==> src/rtl/lfu_pkg.sv <==
`timescale 1ns / 1ps
`default_nettype none

package lfu_pkg;

    localparam int unsigned FILE_W  = 16;
    localparam int unsigned BLOCK_W = 24;
    localparam int unsigned COUNT_W = 16;
    localparam int unsigned SLOT_W  = 4;

    localparam logic [COUNT_W-1:0] COUNT_MAX = '1;

    typedef enum logic [1:0] {
        ST_IDLE,
        ST_SCAN,
        ST_UPDATE
    } lfu_state_t;

    // control from the sequencer to the compare unit
    typedef struct packed {
        logic clear;
        logic step;
        logic first;
    } walk_ctl_t;

endpackage

`default_nettype wire

==> src/rtl/lfu_walk.sv <==
`timescale 1ns / 1ps
`default_nettype none

module lfu_walk
    import lfu_pkg::*;
#(
    parameter int unsigned IDX_W = 4
) (
    input  wire                    clk,
    input  wire                    rst_n,
    input  wire walk_ctl_t         ctl,
    input  wire [IDX_W-1:0]        idx,
    input  wire                    entry_valid,
    input  wire [FILE_W-1:0]       entry_file,
    input  wire [BLOCK_W-1:0]      entry_block,
    input  wire [COUNT_W-1:0]      entry_count,
    input  wire [FILE_W-1:0]       req_file,
    input  wire [BLOCK_W-1:0]      req_block,
    output logic                   hit,
    output logic [IDX_W-1:0]       hit_idx,
    output logic [COUNT_W-1:0]     hit_count,
    output logic                   have_empty,
    output logic [IDX_W-1:0]       empty_idx,
    output logic [IDX_W-1:0]       min_idx
);

    logic               hit_reg, hit_next;
    logic [IDX_W-1:0]   hit_idx_reg, hit_idx_next;
    logic [COUNT_W-1:0] hit_cnt_reg, hit_cnt_next;
    logic               empty_reg, empty_next;
    logic [IDX_W-1:0]   empty_idx_reg, empty_idx_next;
    logic [IDX_W-1:0]   min_idx_reg, min_idx_next;
    logic [COUNT_W-1:0] min_cnt_reg, min_cnt_next;
    logic               tag_match;
    logic               less;

    assign tag_match = entry_valid && (entry_file == req_file) && (entry_block == req_block);
    assign less      = entry_count < min_cnt_reg;

    always_comb
    begin
        hit_next       = hit_reg;
        hit_idx_next   = hit_idx_reg;
        hit_cnt_next   = hit_cnt_reg;
        empty_next     = empty_reg;
        empty_idx_next = empty_idx_reg;
        min_idx_next   = min_idx_reg;
        min_cnt_next   = min_cnt_reg;
        if (ctl.clear)
        begin
            hit_next   = 1'b0;
            empty_next = 1'b0;
        end
        else if (ctl.step)
        begin
            if (!hit_reg && tag_match)
            begin
                hit_next     = 1'b1;
                hit_idx_next = idx;
                hit_cnt_next = entry_count;
            end
            if (!entry_valid && !empty_reg)
            begin
                empty_next     = 1'b1;
                empty_idx_next = idx;
            end
            // strict less keeps the lowest index on ties
            if (ctl.first || less)
            begin
                min_idx_next = idx;
                min_cnt_next = entry_count;
            end
        end
    end

    always_ff @(posedge clk or negedge rst_n)
    begin
        if (!rst_n)
        begin
            hit_reg   <= 1'b0;
            empty_reg <= 1'b0;
        end
        else
        begin
            hit_reg   <= hit_next;
            empty_reg <= empty_next;
        end
    end

    always_ff @(posedge clk)
    begin
        hit_idx_reg   <= hit_idx_next;
        hit_cnt_reg   <= hit_cnt_next;
        empty_idx_reg <= empty_idx_next;
        min_idx_reg   <= min_idx_next;
        min_cnt_reg   <= min_cnt_next;
    end

    assign hit        = hit_reg;
    assign hit_idx    = hit_idx_reg;
    assign hit_count  = hit_cnt_reg;
    assign have_empty = empty_reg;
    assign empty_idx  = empty_idx_reg;
    assign min_idx    = min_idx_reg;

endmodule

`default_nettype wire

==> src/rtl/lfu_block_cache_policy_unit.sv <==
`timescale 1ns / 1ps
`default_nettype none

// channel   signals                                      direction
// req       req_valid, req_ready, file_id, block_index    in
// rsp       rsp_valid, rsp_ready, hit, slot, evicted,     out
//           access_count
//
// a request beat is taken in the idle cycle; the walk then reads each slot in turn,
// one entry per cycle through a single read port with the compare unit taking each
// entry the cycle after its read, and the update state writes the chosen slot and
// loads the result register. a new request beat is taken only after the update,
// once the unit is back in idle, so requests do not overlap.
// reset empties every slot through the valid flops; tags and counts need no clearing.
// a result waiting on rsp_ready holds the update cycle; the next request is
// taken once the result register is loaded.

module lfu_block_cache_policy_unit
    import lfu_pkg::*;
#(
    parameter int unsigned NUM_SLOTS = 16
) (
    input  wire                 clk,
    input  wire                 rst_n,
    input  wire                 req_valid,
    output logic                req_ready,
    input  wire [FILE_W-1:0]    file_id,
    input  wire [BLOCK_W-1:0]   block_index,
    output logic                rsp_valid,
    input  wire                 rsp_ready,
    output logic                hit,
    output logic [SLOT_W-1:0]   slot,
    output logic                evicted,
    output logic [COUNT_W-1:0]  access_count
);

    localparam int unsigned IDX_W = (NUM_SLOTS > 1) ? $clog2(NUM_SLOTS) : 1;
    localparam int unsigned CNT_W = IDX_W + 1;
    localparam logic [CNT_W-1:0] LAST = CNT_W'(NUM_SLOTS);

    lfu_state_t state_reg, state_next;

    logic [CNT_W-1:0]     rd_cnt_reg, rd_cnt_next;
    logic                 data_vld_reg;
    logic [IDX_W-1:0]     data_idx_reg;
    logic [FILE_W-1:0]    req_file_reg;
    logic [BLOCK_W-1:0]   req_block_reg;
    logic [NUM_SLOTS-1:0] slot_vld_reg;

    logic [FILE_W-1:0]    file_mem  [NUM_SLOTS];
    logic [BLOCK_W-1:0]   block_mem [NUM_SLOTS];
    logic [COUNT_W-1:0]   count_mem [NUM_SLOTS];
    logic [FILE_W-1:0]    rd_file_reg;
    logic [BLOCK_W-1:0]   rd_block_reg;
    logic [COUNT_W-1:0]   rd_count_reg;
    logic                 rd_vld_reg;

    logic                 rsp_valid_reg;
    logic                 hit_reg;
    logic [SLOT_W-1:0]    slot_reg;
    logic                 evicted_reg;
    logic [COUNT_W-1:0]   count_reg;

    walk_ctl_t            ctl;
    logic                 accept;
    logic                 issue;
    logic                 done;
    logic [IDX_W-1:0]     rd_addr;

    logic                 w_hit;
    logic [IDX_W-1:0]     w_hit_idx;
    logic [COUNT_W-1:0]   w_hit_count;
    logic                 w_have_empty;
    logic [IDX_W-1:0]     w_empty_idx;
    logic [IDX_W-1:0]     w_min_idx;

    logic [IDX_W-1:0]     chosen;
    logic [COUNT_W-1:0]   new_count;

    assign accept  = req_valid && req_ready;
    assign rd_addr = rd_cnt_reg[IDX_W-1:0];

    lfu_walk #(
        .IDX_W (IDX_W)
    ) u_walk (
        .clk         (clk),
        .rst_n       (rst_n),
        .ctl         (ctl),
        .idx         (data_idx_reg),
        .entry_valid (rd_vld_reg),
        .entry_file  (rd_file_reg),
        .entry_block (rd_block_reg),
        .entry_count (rd_count_reg),
        .req_file    (req_file_reg),
        .req_block   (req_block_reg),
        .hit         (w_hit),
        .hit_idx     (w_hit_idx),
        .hit_count   (w_hit_count),
        .have_empty  (w_have_empty),
        .empty_idx   (w_empty_idx),
        .min_idx     (w_min_idx)
    );

    always_comb
    begin
        if (w_hit)
            chosen = w_hit_idx;
        else if (w_have_empty)
            chosen = w_empty_idx;
        else
            chosen = w_min_idx;
        // a miss restarts the count, so it lands on one
        if (!w_hit)
            new_count = COUNT_W'(1);
        else if (w_hit_count == COUNT_MAX)
            new_count = COUNT_MAX;
        else
            new_count = w_hit_count + COUNT_W'(1);
    end

    // next state
    always_comb
    begin
        state_next = state_reg;
        case (state_reg)
            ST_IDLE:
            begin
                if (req_valid)
                    state_next = ST_SCAN;
            end
            ST_SCAN:
            begin
                if (rd_cnt_reg == LAST)
                    state_next = ST_UPDATE;
            end
            ST_UPDATE:
            begin
                if (!rsp_valid_reg || rsp_ready)
                    state_next = ST_IDLE;
            end
            default:
            begin
                state_next = ST_IDLE;
            end
        endcase
    end

    // outputs of the sequencer
    always_comb
    begin
        req_ready = 1'b0;
        issue     = 1'b0;
        done      = 1'b0;
        ctl       = '0;
        case (state_reg)
            ST_IDLE:
            begin
                req_ready = 1'b1;
                ctl.clear = 1'b1;
            end
            ST_SCAN:
            begin
                issue     = (rd_cnt_reg != LAST);
                ctl.step  = data_vld_reg;
                ctl.first = (data_idx_reg == '0);
            end
            ST_UPDATE:
            begin
                done = !rsp_valid_reg || rsp_ready;
            end
            default:
            begin
                req_ready = 1'b0;
            end
        endcase
    end

    always_comb
    begin
        rd_cnt_next = rd_cnt_reg;
        if (accept)
            rd_cnt_next = '0;
        else if (issue)
            rd_cnt_next = rd_cnt_reg + CNT_W'(1);
    end

    always_ff @(posedge clk or negedge rst_n)
    begin
        if (!rst_n)
        begin
            state_reg     <= ST_IDLE;
            rd_cnt_reg    <= '0;
            data_vld_reg  <= 1'b0;
            slot_vld_reg  <= '0;
            rsp_valid_reg <= 1'b0;
        end
        else
        begin
            state_reg    <= state_next;
            rd_cnt_reg   <= rd_cnt_next;
            data_vld_reg <= issue;
            if (done)
                slot_vld_reg[chosen] <= 1'b1;
            if (done)
                rsp_valid_reg <= 1'b1;
            else if (rsp_ready)
                rsp_valid_reg <= 1'b0;
        end
    end

    always_ff @(posedge clk)
    begin
        if (accept)
        begin
            req_file_reg  <= file_id;
            req_block_reg <= block_index;
        end
        data_idx_reg <= rd_addr;
        if (issue)
            rd_vld_reg <= slot_vld_reg[rd_addr];
        if (done)
        begin
            hit_reg     <= w_hit;
            slot_reg    <= SLOT_W'(chosen);
            evicted_reg <= !w_hit && !w_have_empty;
            count_reg   <= new_count;
        end
    end

    // tag and count memories: one read port during the walk, one write at update
    always_ff @(posedge clk)
    begin
        if (issue)
        begin
            rd_file_reg  <= file_mem[rd_addr];
            rd_block_reg <= block_mem[rd_addr];
            rd_count_reg <= count_mem[rd_addr];
        end
        if (done)
        begin
            count_mem[chosen] <= new_count;
            if (!w_hit)
            begin
                file_mem[chosen]  <= req_file_reg;
                block_mem[chosen] <= req_block_reg;
            end
        end
    end

    assign rsp_valid    = rsp_valid_reg;
    assign hit          = hit_reg;
    assign slot         = slot_reg;
    assign evicted      = evicted_reg;
    assign access_count = count_reg;

    a_evict_needs_full: assert property (@(posedge clk) disable iff (!rst_n)
        (done && !w_hit && !w_have_empty) |-> (&slot_vld_reg))
        else $error("eviction chosen while an empty slot exists");

    a_hit_not_evicted: assert property (@(posedge clk) disable iff (!rst_n)
        rsp_valid |-> !(hit && evicted))
        else $error("hit flagged with eviction");

    a_miss_count_one: assert property (@(posedge clk) disable iff (!rst_n)
        (rsp_valid && !hit) |-> (access_count == COUNT_W'(1)))
        else $error("miss must restart the count at one");

    a_update_marks_valid: assert property (@(posedge clk) disable iff (!rst_n)
        done |=> slot_vld_reg[$past(chosen)])
        else $error("updated slot not marked valid");

endmodule

`default_nettype wire
==> config.mk <==
export PLATFORM = sky130hd
export DESIGN_NAME = lfu_block_cache_policy_unit
export DESIGN_NICKNAME = d
export VERILOG_FILES = /design/src/rtl/lfu_pkg.sv /design/src/rtl/lfu_walk.sv /design/src/rtl/lfu_block_cache_policy_unit.sv
export SDC_FILE = /design/constraint.sdc
export NUM_CORES = 1
export LEC_CHECK = 0
export ABC_CLOCK_PERIOD_IN_PS = 7300
export BUFFER_PORTS_ARGS = -buffer_cell sky130_fd_sc_hd__buf_2
export CAP_MARGIN = 30
export CORE_ASPECT_RATIO = 0.6
export CORE_MARGIN = 2
export CORE_UTILIZATION = 49
export CTS_CLUSTER_SIZE = 30
export DETAILED_ROUTE_END_ITERATION = 12
export SETUP_SLACK_MARGIN = 0.2
export SYNTH_ARGS = -nofsm -noshare
export SYNTH_HDL_FRONTEND = slang
export SYNTH_SLANG_ARGS = --single-unit
==> constraint.sdc <==
create_clock -name clk -period 7.3 [get_ports clk]
set_input_delay 1.46 -clock clk [delete_from_list [all_inputs] [get_ports clk]]
set_output_delay 1.46 -clock clk [all_outputs]
set_load 0.02 [all_outputs]
==> results.tsv <==
metric	value	unit
global routing usage summed across all routing layers	21.1	%
post-synthesis register bit count	1090	
synth unique cells	47	
Critical path buffers and inverters	2	
Top-Level Pins	68	
number of antenna violations at the first check in global routing	8	
total die area	86500	sq um
IR drop worst, VDD	0.000268	V
hold buffer count at cts	0	
cell area after technology mapping	41200	sq um
mean post-synth cell area	23.8	sq um
routed via count	18200	
number of port buffers	67	
kind of end point of the critical path	flip-flop	
detailed-router iteration count before antenna repair	5	
gr ovfl total	0	
Worst path top cell family by delay	buffers and inverters	
fraction of synthesized cell area taken by the top area cell type	77.1	%
arrival time at the worst endpoint	3790	ps
residual antenna-violating net count after detailed routing	0	
Cells after Synth	1734	
Placer Congestion	0.783	
unrepaired setup endpoints after global routing	no	
wire length of the first global-routing pass	129000	um
row cnt	82	
maximum number of pins on one net before global-route repair	127	
CP max FO	44	
most heavily used metal layer in global routing	met1	
CTS H-tree lvls	3	
clock tree from TritonCTS	yes	
Total Power	16300	uW
list of cells traversed by the critical path	buf_4, mux2i_1, nand3_1, nor3_2, buf_4	
clock latency of the later-clocked register in the worst-skew pair	680	ps
share of the clock period used by the worst path after layout	48.0	%
Final #Nets	1934	
type of element launching the critical path	flip-flop	
number of endpoints failing setup at the final stage	0	
Final HPWL DP	50600	um
Final Max Tran Viols	0	
cell leakage power	0.0142	uW
total DRC errors in the routed layout	0	
Total Wirelength	89500	um
post-layout minimum cycle time	3500	ps
portion of the post-synthesis area used by sequential elements	79.0	%
antenna diode instance count	0	
Cell Pwr Density	350	nW/um^2
count of yosys warnings during synthesis	0	
EDFF count, synth	1059	
critical path class	reg -> reg	
initial core utilization	49.4	%
summed negative setup slack over all endpoints	0	ps
Die Span Y	229	um
most common cell after layout, fill and taps aside	sky130_fd_sc_hd__edfxtp_1	
Die X	378	um
1st-iter DRT viols	2179	
net count after synthesis	1796	
final hold violations	0	
DP Area	43200	sq um
Synth Flop Type	sky130_fd_sc_hd__edfxtp_1	
ranking of synthesized cells by area	sky130_fd_sc_hd__edfxtp_1 77%, sky130_fd_sc_hd__mux4_2 16%, sky130_fd_sc_hd__dfrtp_1 1.6%, sky130_fd_sc_hd__xnor2_1 0.81%, sky130_fd_sc_hd__ha_1 0.55%	
Inserted Clock Buffers	95	
run status	completed	
Via-to-Cell Ratio	5.90	
number of setup buffers added after CTS	0	
Max-Slew Margin vs Limit	29.0	%
CP Data Required Time	7590	ps
area of all placed cells without fillers	46500	sq um
via count of the first global-routing pass	18000	
biggest regs	block_mem (384), count_mem (256), file_mem (256)	
Post-CTS Resized	0	
TritonCTS sink count	1090	
transition at the pin with the smallest max-transition slack	1070	ps
class of the tightest hold or removal check	reg -> reg	
clock transition at the register clock pins on the worst setup and hold paths after CTS	60	ps
most used cells in the layout excluding fill and tap cells	1059 x sky130_fd_sc_hd__edfxtp_1, 285 x sky130_fd_sc_hd__mux4_2, 97 x sky130_fd_sc_hd__clkbuf_16, 67 x sky130_fd_sc_hd__buf_2, 40 x sky130_fd_sc_hd__buf_4	
area growth from synthesis to final layout	12.8	%
Crit-path slowest cell	sky130_fd_sc_hd__mux2i_1	
Clock Skews	27.3	ps
register bank with the most flops	block_mem	
Max Cap Viol	0	
Fmax	285	MHz
number of flip-flops in the largest register	384	
Critical Path Max Stage Delay	740	ps
global routing usage on met2	27.1	%
clock root buffer	sky130_fd_sc_hd__clkbuf_16	
async set or reset register ratio after synthesis	2.48	%
cell with the most instances on the worst path	sky130_fd_sc_hd__buf_4	
number of buffers on the longest clock path	3	
area of the core	83400	sq um
post-synthesis cell type with the largest combined area	sky130_fd_sc_hd__edfxtp_1	
wire per inst	29.0	um
met1 track utilization from global routing	35.4	%
fraction of final layout cells sized beyond drive strength 1	31.0	%
met3 layer usage reported by global route	6.11	%
==> layer usage <==
metal / vias up / share of wire, %
li1: 7596 / -
met1: 9776 / 48
met5: - / 0
met3: 99 / 10
met2: 736 / 41
met4: 0 / 1.5
==> synth_stat cells, types with 2 or more instances <==
| library cell | instances |
|---|---|
| sky130_fd_sc_hd__inv_1 | 25 |
| sky130_fd_sc_hd__buf_1 | 5 |
| sky130_fd_sc_hd__dfrtp_1 | 27 |
| sky130_fd_sc_hd__xnor2_1 | 38 |
| sky130_fd_sc_hd__a21oi_1 | 10 |
| sky130_fd_sc_hd__o21bai_1 | 8 |
| sky130_fd_sc_hd__and3_1 | 4 |
| sky130_fd_sc_hd__nor2b_1 | 5 |
| sky130_fd_sc_hd__nand3_1 | 9 |
| sky130_fd_sc_hd__nand2_1 | 14 |
| sky130_fd_sc_hd__clkbuf_1 | 44 |
| sky130_fd_sc_hd__a21boi_0 | 10 |
| sky130_fd_sc_hd__o21ai_0 | 10 |
| sky130_fd_sc_hd__nor3_1 | 20 |
| sky130_fd_sc_hd__mux4_2 | 285 |
| sky130_fd_sc_hd__nand2b_1 | 8 |
| sky130_fd_sc_hd__o21ai_1 | 2 |
| sky130_fd_sc_hd__or4_1 | 2 |
| sky130_fd_sc_hd__edfxtp_1 | 1059 |
| sky130_fd_sc_hd__buf_4 | 19 |
| sky130_fd_sc_hd__nor2_1 | 28 |
| sky130_fd_sc_hd__or2_1 | 8 |
| sky130_fd_sc_hd__a31o_2 | 2 |
| sky130_fd_sc_hd__and2_1 | 2 |
| sky130_fd_sc_hd__dfxtp_1 | 4 |
| sky130_fd_sc_hd__xor2_1 | 15 |
| sky130_fd_sc_hd__nand4_1 | 16 |
| sky130_fd_sc_hd__buf_2 | 10 |
| sky130_fd_sc_hd__nor4_1 | 3 |
| sky130_fd_sc_hd__mux2i_1 | 5 |
| sky130_fd_sc_hd__ha_1 | 18 |
| sky130_fd_sc_hd__or2_2 | 2 |
| sky130_fd_sc_hd__buf_6 | 3 |
==> cell type report <==
| type | instances | area (sq um) |
|---|---|---|
| fillers | 6100 | 36900 |
| flip-flops and latches | 1090 | 32600 |
| multi-input cells | 538 | 8340 |
| clock buffers | 114 | 2500 |
| well taps | 1134 | 1420 |
| repair buffers | 122 | 915 |
| clock inverters | 61 | 662 |
| inverters | 25 | 93.8 |
==> power by group <==
| group | internal (uW) | leakage [uW] | switching, uW |
|---|---|---|---|
| logic | 1650 | 0.00302 | 1700 |
| clock network | 2910 | 0.00154 | 2220 |
| registers | 7370 | 0.00959 | 410 |
| total | 11900 | 0.0142 | 4330 |
==> logic make-up (layout without fill, tap and decap cells) <==
logic type	count (synthesis)	after routing	share of synthesized area (%)
flops	1090	1090	79.0
mux	291	291	15.7
simple gates	126	126	1.62
buf+inv	106	322	1.22
xor+xnor	53	53	1.13
compound gates	50	50	0.792
fa+ha+maj	18	18	0.546
==> stage by stage <==
step,instances,hold WS (ps),worst slack (ps),utilization [%]
after floorplan,1734,345,799,-
after global placement,2896,443,3220,51.7
after detailed placement,2903,453,3140,51.8
after CTS,3078,468,3780,55.6
after global routing,3084,484,3470,55.7
final,3084,471,3800,55.7
==> final timing paths <==
| check | startpoint | endpoint | slack [ps] | depth (start not counted) |
|---|---|---|---|---|
| max reg2reg | u_walk.hit | file_mem[0][11] | 3800 | 5 |
| min | slot_vld_reg[8] | slot_vld_reg[8] | 470 | 1 |
| max in group asynchronous | rst_n | rd_cnt_reg[0] | 5820 | 1 |
| max | u_walk.hit | file_mem[0][11] | 3800 | 5 |
| min in group asynchronous | rst_n | rd_cnt_reg[1] | 880 | 1 |
| min reg2reg | slot_vld_reg[8] | slot_vld_reg[8] | 470 | 1 |
Power figures use the tool's default switching activity.
